<file path="src/design/sps_pkg.sv">
// Shared codes, coil tables and helper arithmetic for the stepper phase sequencer.
// No dependencies; imported by the top level.
`default_nettype none

package sps_pkg;

    // Input operation codes
    localparam logic OP_TICK = 1'b0;
    localparam logic OP_MOVE = 1'b1;

    // Configuration register indexes
    localparam int unsigned CFG_IDX_W = 2;
    localparam int unsigned CFG_DATA_W = 32;
    localparam logic [CFG_IDX_W-1:0] REG_STEPS_PER_REV = 2'd0;
    localparam logic [CFG_IDX_W-1:0] REG_STEP_DELAY    = 2'd1;
    localparam logic [CFG_IDX_W-1:0] REG_COIL_MODE     = 2'd2;

    // Coil wiring modes
    localparam logic [1:0] MODE_TWO_WIRE  = 2'd0;
    localparam logic [1:0] MODE_FOUR_WIRE = 2'd1;
    localparam logic [1:0] MODE_FIVE_WIRE = 2'd2;

    // Reset values of the configuration registers
    localparam logic [15:0] SPR_RESET   = 16'd200;
    localparam logic [31:0] DELAY_RESET = 32'd0;
    localparam logic [1:0]  MODE_RESET  = MODE_FOUR_WIRE;

    localparam int unsigned COIL_W = 5;
    localparam logic [3:0]  PHASE10_LAST = 4'd9;

    typedef logic [COIL_W-1:0] coil_t;

    // Two-wire coil pattern by position mod 4
    function automatic coil_t two_wire_coils(input logic [1:0] idx);
        coil_t c;
        unique case (idx)
            2'd0: c = 5'd2;
            2'd1: c = 5'd3;
            2'd2: c = 5'd1;
            2'd3: c = 5'd0;
        endcase
        return c;
    endfunction

    // Four-wire coil pattern by position mod 4
    function automatic coil_t four_wire_coils(input logic [1:0] idx);
        coil_t c;
        unique case (idx)
            2'd0: c = 5'd5;
            2'd1: c = 5'd6;
            2'd2: c = 5'd10;
            2'd3: c = 5'd9;
        endcase
        return c;
    endfunction

    // Five-wire coil pattern by position mod 10
    function automatic coil_t five_wire_coils(input logic [3:0] idx);
        coil_t c;
        unique case (idx)
            4'd0:    c = 5'd22;
            4'd1:    c = 5'd18;
            4'd2:    c = 5'd26;
            4'd3:    c = 5'd10;
            4'd4:    c = 5'd11;
            4'd5:    c = 5'd9;
            4'd6:    c = 5'd13;
            4'd7:    c = 5'd5;
            4'd8:    c = 5'd21;
            4'd9:    c = 5'd20;
            default: c = 5'd0;
        endcase
        return c;
    endfunction

    // Remainder by ten of a 16-bit value: reciprocal multiply, then subtract
    function automatic logic [3:0] mod10_u16(input logic [15:0] x);
        logic [32:0] prod;
        logic [13:0] quot;
        logic [16:0] quot_x10;
        logic [15:0] rem;
        prod     = {17'd0, x} * 33'd52429;
        quot     = prod[32:19];
        quot_x10 = {quot, 3'b000} + {2'b00, quot, 1'b0};
        rem      = x - quot_x10[15:0];
        return rem[3:0];
    endfunction

endpackage

`default_nettype wire

</file>
<file path="src/design/stepper_phase_sequencer_core.sv">
// Stepper phase sequencer: ticks and move commands in, coil levels and position out.
// Each input beat passes through the input register, then the result register; the state
// update is one pass of adder/compare logic. Throughput: one beat per cycle without stalls.
// Reset: asynchronous, active low; clears position, direction, step count, elapsed
// count and coils, and loads 200 steps per revolution, zero delay and four-wire mode.
// Depends on sps_pkg.
`default_nettype none

module stepper_phase_sequencer_core (
    input  wire                             clk,
    input  wire                             rst_n,
    // configuration write port
    input  wire                             cfg_we,
    input  wire [sps_pkg::CFG_IDX_W-1:0]    cfg_index,
    input  wire [sps_pkg::CFG_DATA_W-1:0]   cfg_wdata,
    // input channel
    input  wire                             in_valid,
    output logic                            in_stall,
    input  wire                             op,
    input  wire signed [15:0]               move_steps,
    // result channel
    output logic                            out_valid,
    input  wire                             out_stall,
    output sps_pkg::coil_t                  coils,
    output logic                            stepped,
    output logic [15:0]                     steps_remaining,
    output logic [15:0]                     position
);
    import sps_pkg::*;

    // configuration
    logic [15:0] spr_reg;
    logic [31:0] delay_reg;
    logic [1:0]  mode_reg;
    logic [3:0]  wrap10_reg;     // (effective steps_per_rev - 1) mod 10
    logic [15:0] cfg_spr_eff;
    logic [15:0] cfg_wrap_pos;

    // input stage
    logic        s1_valid_reg;
    logic        s1_op_reg;
    logic [15:0] s1_move_reg;
    logic        s1_load;
    logic        advance;

    // sequencer state, which also forms the result register
    logic [15:0] pos_reg, pos_next;
    logic [3:0]  phase10_reg, phase10_next;
    logic        fwd_reg, fwd_next;
    logic [15:0] rem_reg, rem_next;
    logic [31:0] elapsed_reg, elapsed_next;
    coil_t       coil_reg, coil_next;
    logic        stepped_reg, stepped_next;
    logic        out_valid_reg;

    // step datapath
    logic [15:0] spr_eff;
    logic [31:0] elapsed_inc;
    logic        do_step;
    logic [16:0] pos_plus;
    logic        wrap_fwd;
    logic        wrap_rev;
    logic [15:0] step_pos;
    logic [3:0]  step_phase10;

    // Hold the configuration; precompute the reverse-wrap phase on write
    assign cfg_spr_eff  = (cfg_wdata[15:0] == 16'd0) ? 16'd1 : cfg_wdata[15:0];
    assign cfg_wrap_pos = cfg_spr_eff - 16'd1;

    always_ff @(posedge clk or negedge rst_n)
    begin
        if (!rst_n)
        begin
            spr_reg    <= SPR_RESET;
            delay_reg  <= DELAY_RESET;
            mode_reg   <= MODE_RESET;
            wrap10_reg <= mod10_u16(SPR_RESET - 16'd1);
        end
        else if (cfg_we)
        begin
            unique case (cfg_index)
                REG_STEPS_PER_REV:
                begin
                    spr_reg    <= cfg_wdata[15:0];
                    wrap10_reg <= mod10_u16(cfg_wrap_pos);
                end
                REG_STEP_DELAY: delay_reg <= cfg_wdata;
                REG_COIL_MODE:  mode_reg  <= cfg_wdata[1:0];
                default:        ;
            endcase
        end
    end

    // Move a beat from the input register to the result register when the slot frees
    assign advance  = s1_valid_reg && (!out_valid_reg || !out_stall);
    assign in_stall = s1_valid_reg && !advance;
    assign s1_load  = in_valid && !in_stall;

    always_ff @(posedge clk or negedge rst_n)
    begin
        if (!rst_n)
        begin
            s1_valid_reg <= 1'b0;
        end
        else if (s1_load)
        begin
            s1_valid_reg <= 1'b1;
        end
        else if (advance)
        begin
            s1_valid_reg <= 1'b0;
        end
    end

    always_ff @(posedge clk)
    begin
        if (s1_load)
        begin
            s1_op_reg   <= op;
            s1_move_reg <= move_steps;
        end
    end

    // Decide whether a tick takes a step
    assign spr_eff     = (spr_reg == 16'd0) ? 16'd1 : spr_reg;
    assign elapsed_inc = (elapsed_reg == 32'hFFFF_FFFF) ? elapsed_reg : elapsed_reg + 32'd1;
    assign do_step     = (rem_reg != 16'd0) && (elapsed_inc >= delay_reg);

    // Next position and its phase mod 10, wrapping within the revolution
    assign pos_plus = {1'b0, pos_reg} + 17'd1;
    assign wrap_fwd = pos_plus >= {1'b0, spr_eff};
    assign wrap_rev = (pos_reg == 16'd0) || (pos_reg >= spr_eff);

    always_comb
    begin
        if (fwd_reg)
        begin
            step_pos     = wrap_fwd ? 16'd0 : pos_plus[15:0];
            step_phase10 = (wrap_fwd || phase10_reg == PHASE10_LAST) ? 4'd0
                                                                     : phase10_reg + 4'd1;
        end
        else
        begin
            step_pos     = wrap_rev ? spr_eff - 16'd1 : pos_reg - 16'd1;
            step_phase10 = wrap_rev ? wrap10_reg
                         : ((phase10_reg == 4'd0) ? PHASE10_LAST : phase10_reg - 4'd1);
        end
    end

    // Work out the next state for the beat in the input register
    always_comb
    begin
        pos_next     = pos_reg;
        phase10_next = phase10_reg;
        fwd_next     = fwd_reg;
        rem_next     = rem_reg;
        elapsed_next = elapsed_reg;
        coil_next    = coil_reg;
        stepped_next = 1'b0;
        if (s1_op_reg == OP_MOVE)
        begin
            if (s1_move_reg[15])
            begin
                rem_next = 16'd0 - s1_move_reg;
                fwd_next = 1'b0;
            end
            else
            begin
                rem_next = s1_move_reg;
                if (s1_move_reg != 16'd0)
                begin
                    fwd_next = 1'b1;
                end
            end
        end
        else if (do_step)
        begin
            pos_next     = step_pos;
            phase10_next = step_phase10;
            rem_next     = rem_reg - 16'd1;
            elapsed_next = 32'd0;
            stepped_next = 1'b1;
            unique case (mode_reg)
                MODE_TWO_WIRE:  coil_next = two_wire_coils(step_pos[1:0]);
                MODE_FOUR_WIRE: coil_next = four_wire_coils(step_pos[1:0]);
                MODE_FIVE_WIRE: coil_next = five_wire_coils(step_phase10);
                default:        coil_next = coil_reg;
            endcase
        end
        else
        begin
            elapsed_next = elapsed_inc;
        end
    end

    // Commit state and the result beat
    always_ff @(posedge clk or negedge rst_n)
    begin
        if (!rst_n)
        begin
            pos_reg       <= 16'd0;
            phase10_reg   <= 4'd0;
            fwd_reg       <= 1'b0;
            rem_reg       <= 16'd0;
            elapsed_reg   <= 32'd0;
            coil_reg      <= '0;
            stepped_reg   <= 1'b0;
            out_valid_reg <= 1'b0;
        end
        else if (advance)
        begin
            pos_reg       <= pos_next;
            phase10_reg   <= phase10_next;
            fwd_reg       <= fwd_next;
            rem_reg       <= rem_next;
            elapsed_reg   <= elapsed_next;
            coil_reg      <= coil_next;
            stepped_reg   <= stepped_next;
            out_valid_reg <= 1'b1;
        end
        else if (!out_stall)
        begin
            out_valid_reg <= 1'b0;
        end
    end

    assign out_valid       = out_valid_reg;
    assign coils           = coil_reg;
    assign stepped         = stepped_reg;
    assign steps_remaining = rem_reg;
    assign position        = pos_reg;

endmodule

`default_nettype wire

</file>
<file path="config.mk">
export PLATFORM = sky130hd
export DESIGN_NAME = stepper_phase_sequencer_core
export DESIGN_NICKNAME = d
export VERILOG_FILES = /design/src/design/sps_pkg.sv /design/src/design/stepper_phase_sequencer_core.sv
export SDC_FILE = /design/constraint.sdc
export NUM_CORES = 1
export LEC_CHECK = 0
export BUFFER_PORTS_ARGS = -buffer_cell sky130_fd_sc_hd__buf_2
export CORE_ASPECT_RATIO = 0.7
export CORE_MARGIN = 5
export CORE_UTILIZATION = 60
export CTS_BUF_LIST = sky130_fd_sc_hd__clkbuf_4 sky130_fd_sc_hd__clkbuf_8
export DETAILED_ROUTE_END_ITERATION = 8
export PLACE_DENSITY = 0.79
export SKIP_LAST_GASP = 1
export SLEW_MARGIN = 15
export SYNTH_ARGS = -nofsm -noshare
export SYNTH_HDL_FRONTEND = slang
export SYNTH_SLANG_ARGS = --single-unit
export TNS_END_PERCENT = 100
</file>
<file path="constraint.sdc">
create_clock -name clk -period 8.3 [get_ports clk]
set_input_delay 2.075 -clock clk [delete_from_list [all_inputs] [get_ports clk]]
set_output_delay 2.075 -clock clk [all_outputs]
set_load 0.05 [all_outputs]
</file>
==> run summary <==
Status
* outcome: finished with violations
* violations in the final reports: negative setup slack

Power
* Lkg Pwr: 7.75 nW
* total power per unit cell area: 312 mW/mm^2
* worst ir drop on vdd: 0.377 mV

Floorplanning
* x dimension of the die: 191 um
* Initial Util: 0.610
* die height: 137 um
* count of boundary I/O pins: 96
* standard-cell rows: 46
* die area: 0.0262 sq mm
* core box area: 0.0226 sq mm

Worst setup path
* Largest stage delay, worst path: 0.59 ns
* worst reg2reg path startpoint: position[1]
* Critical Setup Path Class: in -> reg
* Critical Path RT: 8.69 ns
* maximum net fanout on the critical path: 4
* capturing element type of the critical path: flip-flop
* kind of start point of the critical path: input pin
* Worst path most repeated cell: sky130_fd_sc_hd__xnor2_1
* Critical Path Slowest Stage Cell: sky130_fd_sc_hd__xnor2_1
* CP Launch Point: cfg_wdata[6]
* critical path data arrival time: 9.95 ns

Synthesis
* Netlist cell types: 96
* total nets after synthesis: 1804
* Post-Syn Instances: 1518
* mapped cell area: 0.0138 sq mm
* Async SR Flop Fraction: 0.885
* FF+latch count, synth: 148
* number of warning messages in the yosys log: 0
* share of the yosys chip area belonging to registers: 0.275
* main area contributors after synthesis: sky130_fd_sc_hd__dfrtp_1 (23%), sky130_fd_sc_hd__ha_1 (15%), sky130_fd_sc_hd__fa_1 (9.3%)
* proportion of netlist area held by the largest area contributor: 0.227
* main flop type after synthesis: sky130_fd_sc_hd__dfrtp_1
* post-synthesis area per instance: 9.09 sq um
* cell type with the largest total area after synthesis: sky130_fd_sc_hd__dfrtp_1
* number of enable-type register cells in the synthesized netlist: 17

Placed design
* # port buffers: 95
* cell area reported after detailed placement: 0.0153 sq mm
* instance count after placement with tap cells included: 1958
* Detailed Place HPWL: 29600 um
* Routability Congestion: 0.979

Layout
* share of the core filled with cells: 0.703
* antenna diode count: 0
* Final nets: 1960
* Design Area, Final: 0.0159 sq mm
* share of cells above drive strength 1: 0.202
* filler-free cell count of the finished design: 1999
* Area growth syn-to-layout: 15.3%

STA
* crit share post-route: 1.15
* Max-Slew Margin vs Limit: 0.360
* clock tree skew after final layout: 0.0232 ns
* Final Max Tran Viols: 0
* peak clock frequency supported by timing: 105 MHz
* RSZ-0062 raised after global routing: true
* final hold violation count: 0
* Worst Hold Margin: 0.490 ns
* post-route setup slack: -1.26 ns
* number of failing setup endpoints in the final timing report: 3
* final period demand of the worst path: 9.56 ns
* slew at the pin closest to its max-slew limit: 0.951 ns

Clocking
* Clock Root Buffer: sky130_fd_sc_hd__clkbuf_8
* CTS tree: built
* number of clock sinks: 148
* clock edge transition at the registers on the reported setup and hold paths: 0.08 ns
* Hold-fix buffers, CTS: 0
* deepest clock path buffer count: 2
* clock latency on the worst-skew pair: 0.47 ns
* CTS Buf Count: 17
* H-tree level count: 4

Min path
* startpoint of the lowest-slack hold path: coils[2]
* class of the most critical hold timing path: reg -> reg

Global routing
* vias in the first global route: 11500
* total routing usage reported by global routing: 0.297
* initial antenna violation count: 0
* global-route congestion overflow total: 0
* maximum number of pins on one net before global-route repair: 75
* first-pass GRT wire length: 61000 um

Route
* post-detailed-route DRC marker count: 0
* Avg Vias per Cell: 5.93
* initial drt markers: 1186
* Final Routed Wirelength: 37900 um
* DR vias: 11800
* Initial DRT Pass Iterations: 5
* antenna-violating nets left: 0
* routed wire length per instance: 19.0 um

Run
* # Max-Cap Violations: 0

==> worst paths after layout <==
kind                                  endpoint  slack [ns]  depth (start not counted)
worst min-delay path                  coils[2]        0.49                          1
min in group asynchronous          position[0]        1.60                          1
max in group asynchronous       elapsed_reg[3]        5.47                          2
worst min register to register        coils[2]        0.49                          1
worst max register to register        coils[1]        2.11                         18
worst max-delay path             wrap10_reg[3]       -1.26                         36
==> layout make-up <==
type                       instances  area, sq um
timing repair buffer             189         1200
tap                              312          390
clock buffer                      19          255
inverter                         230          866
fill                            1765         6710
sequential                       148         3800
multi-input combinational       1088         9200
clock inverter                    13          205
==> power by group <==
| group | total (mW) | switching (mW) | leakage, nW | internal [mW] |
|---|---|---|---|---|
| clock | 0.662 | 0.293 | 0.237 | 0.369 |
| sequential | 0.962 | 0.120 | 1.78 | 0.842 |
| combinational | 3.35 | 1.77 | 5.73 | 1.57 |
| total | 4.97 | 2.19 | 7.75 | 2.78 |
==> logic make-up after synthesis <==
| logic type | after synthesis | share of synthesized area |
|---|---|---|
| buf+inv | 282 | 0.0784 |
| flops | 148 | 0.275 |
| xor+xnor | 107 | 0.0679 |
| simple gates | 416 | 0.153 |
| compound gates | 286 | 0.142 |
| mux | 49 | 0.0402 |
| fa+ha+maj | 230 | 0.243 |
==> what timing repair did <==
item                                    CTS  global route
pin swaps                                14            15
endpoints found under the setup margin    3             3
buffers inserted                          5             6
resized for setup                        12             8
==> layer usage <==
layer,GRT usage,up-vias,share of wire
met5,0,-,0
met4,0.0770,0,0.018
met3,0.0801,49,0.086
met2,0.450,518,0.44
met1,0.425,5720,0.46
li1,-,5559,-
==> critical path, delay by kind of cell <==
family | cells | cell delay, ns
adders and majority gates | 8 | 3.18
buffers and inverters | 7 | 0.54
and+or+nand+nor | 7 | 1.78
xor gates and xnor gates | 11 | 2.08
AOI/OAI and AO/OA | 3 | 0.30
==> placed cells by master, fill, tap and decap left out, drive strengths merged, types with 8 or more instances in the layout <==
cell and count:
fa 64, o21ai 87, nor3 32, xor2 29
buf 189, edfxtp 17, a211oi 12, mux2i 8
dfrtp 125, nor4 21, a22o 16, nand4 27
nand2 120, nor2 87, a21o 24, or3 13
ha 166, nor2b 17, a31oi 8, and3 9
nand3 43, nand2b 10, clkbuf 19, xnor2 78
a21oi 51, inv 231, o41ai 8, o22ai 9
mux2 41
==> through the flow <==
step	setup TNS (ns)	setup WS (ns)	total power [mW]
3_3_place_gp	-2.92	-1.63	3.86
3_5_place_dp	-3.46	-1.85	3.97
2_1_floorplan	-1.88	-1.39	3.15
6_report	-1.74	-1.26	4.97
5_1_grt	-2.55	-1.60	5.46
4_1_cts	-1.62	-1.26	4.78
==> synth_stat cells, drive strengths merged (21+ instances only) <==
library cell,count
inv,230
ha,166
dfrtp,125
nand2,120
nor2,87
o21ai,87
xnor2,78
fa,64
a21oi,51
clkbuf,43
nand3,43
mux2,41
nor3,32
xor2,29
nand4,27
a21o,24
nor4,21
Power figures use the tool's default switching activity.
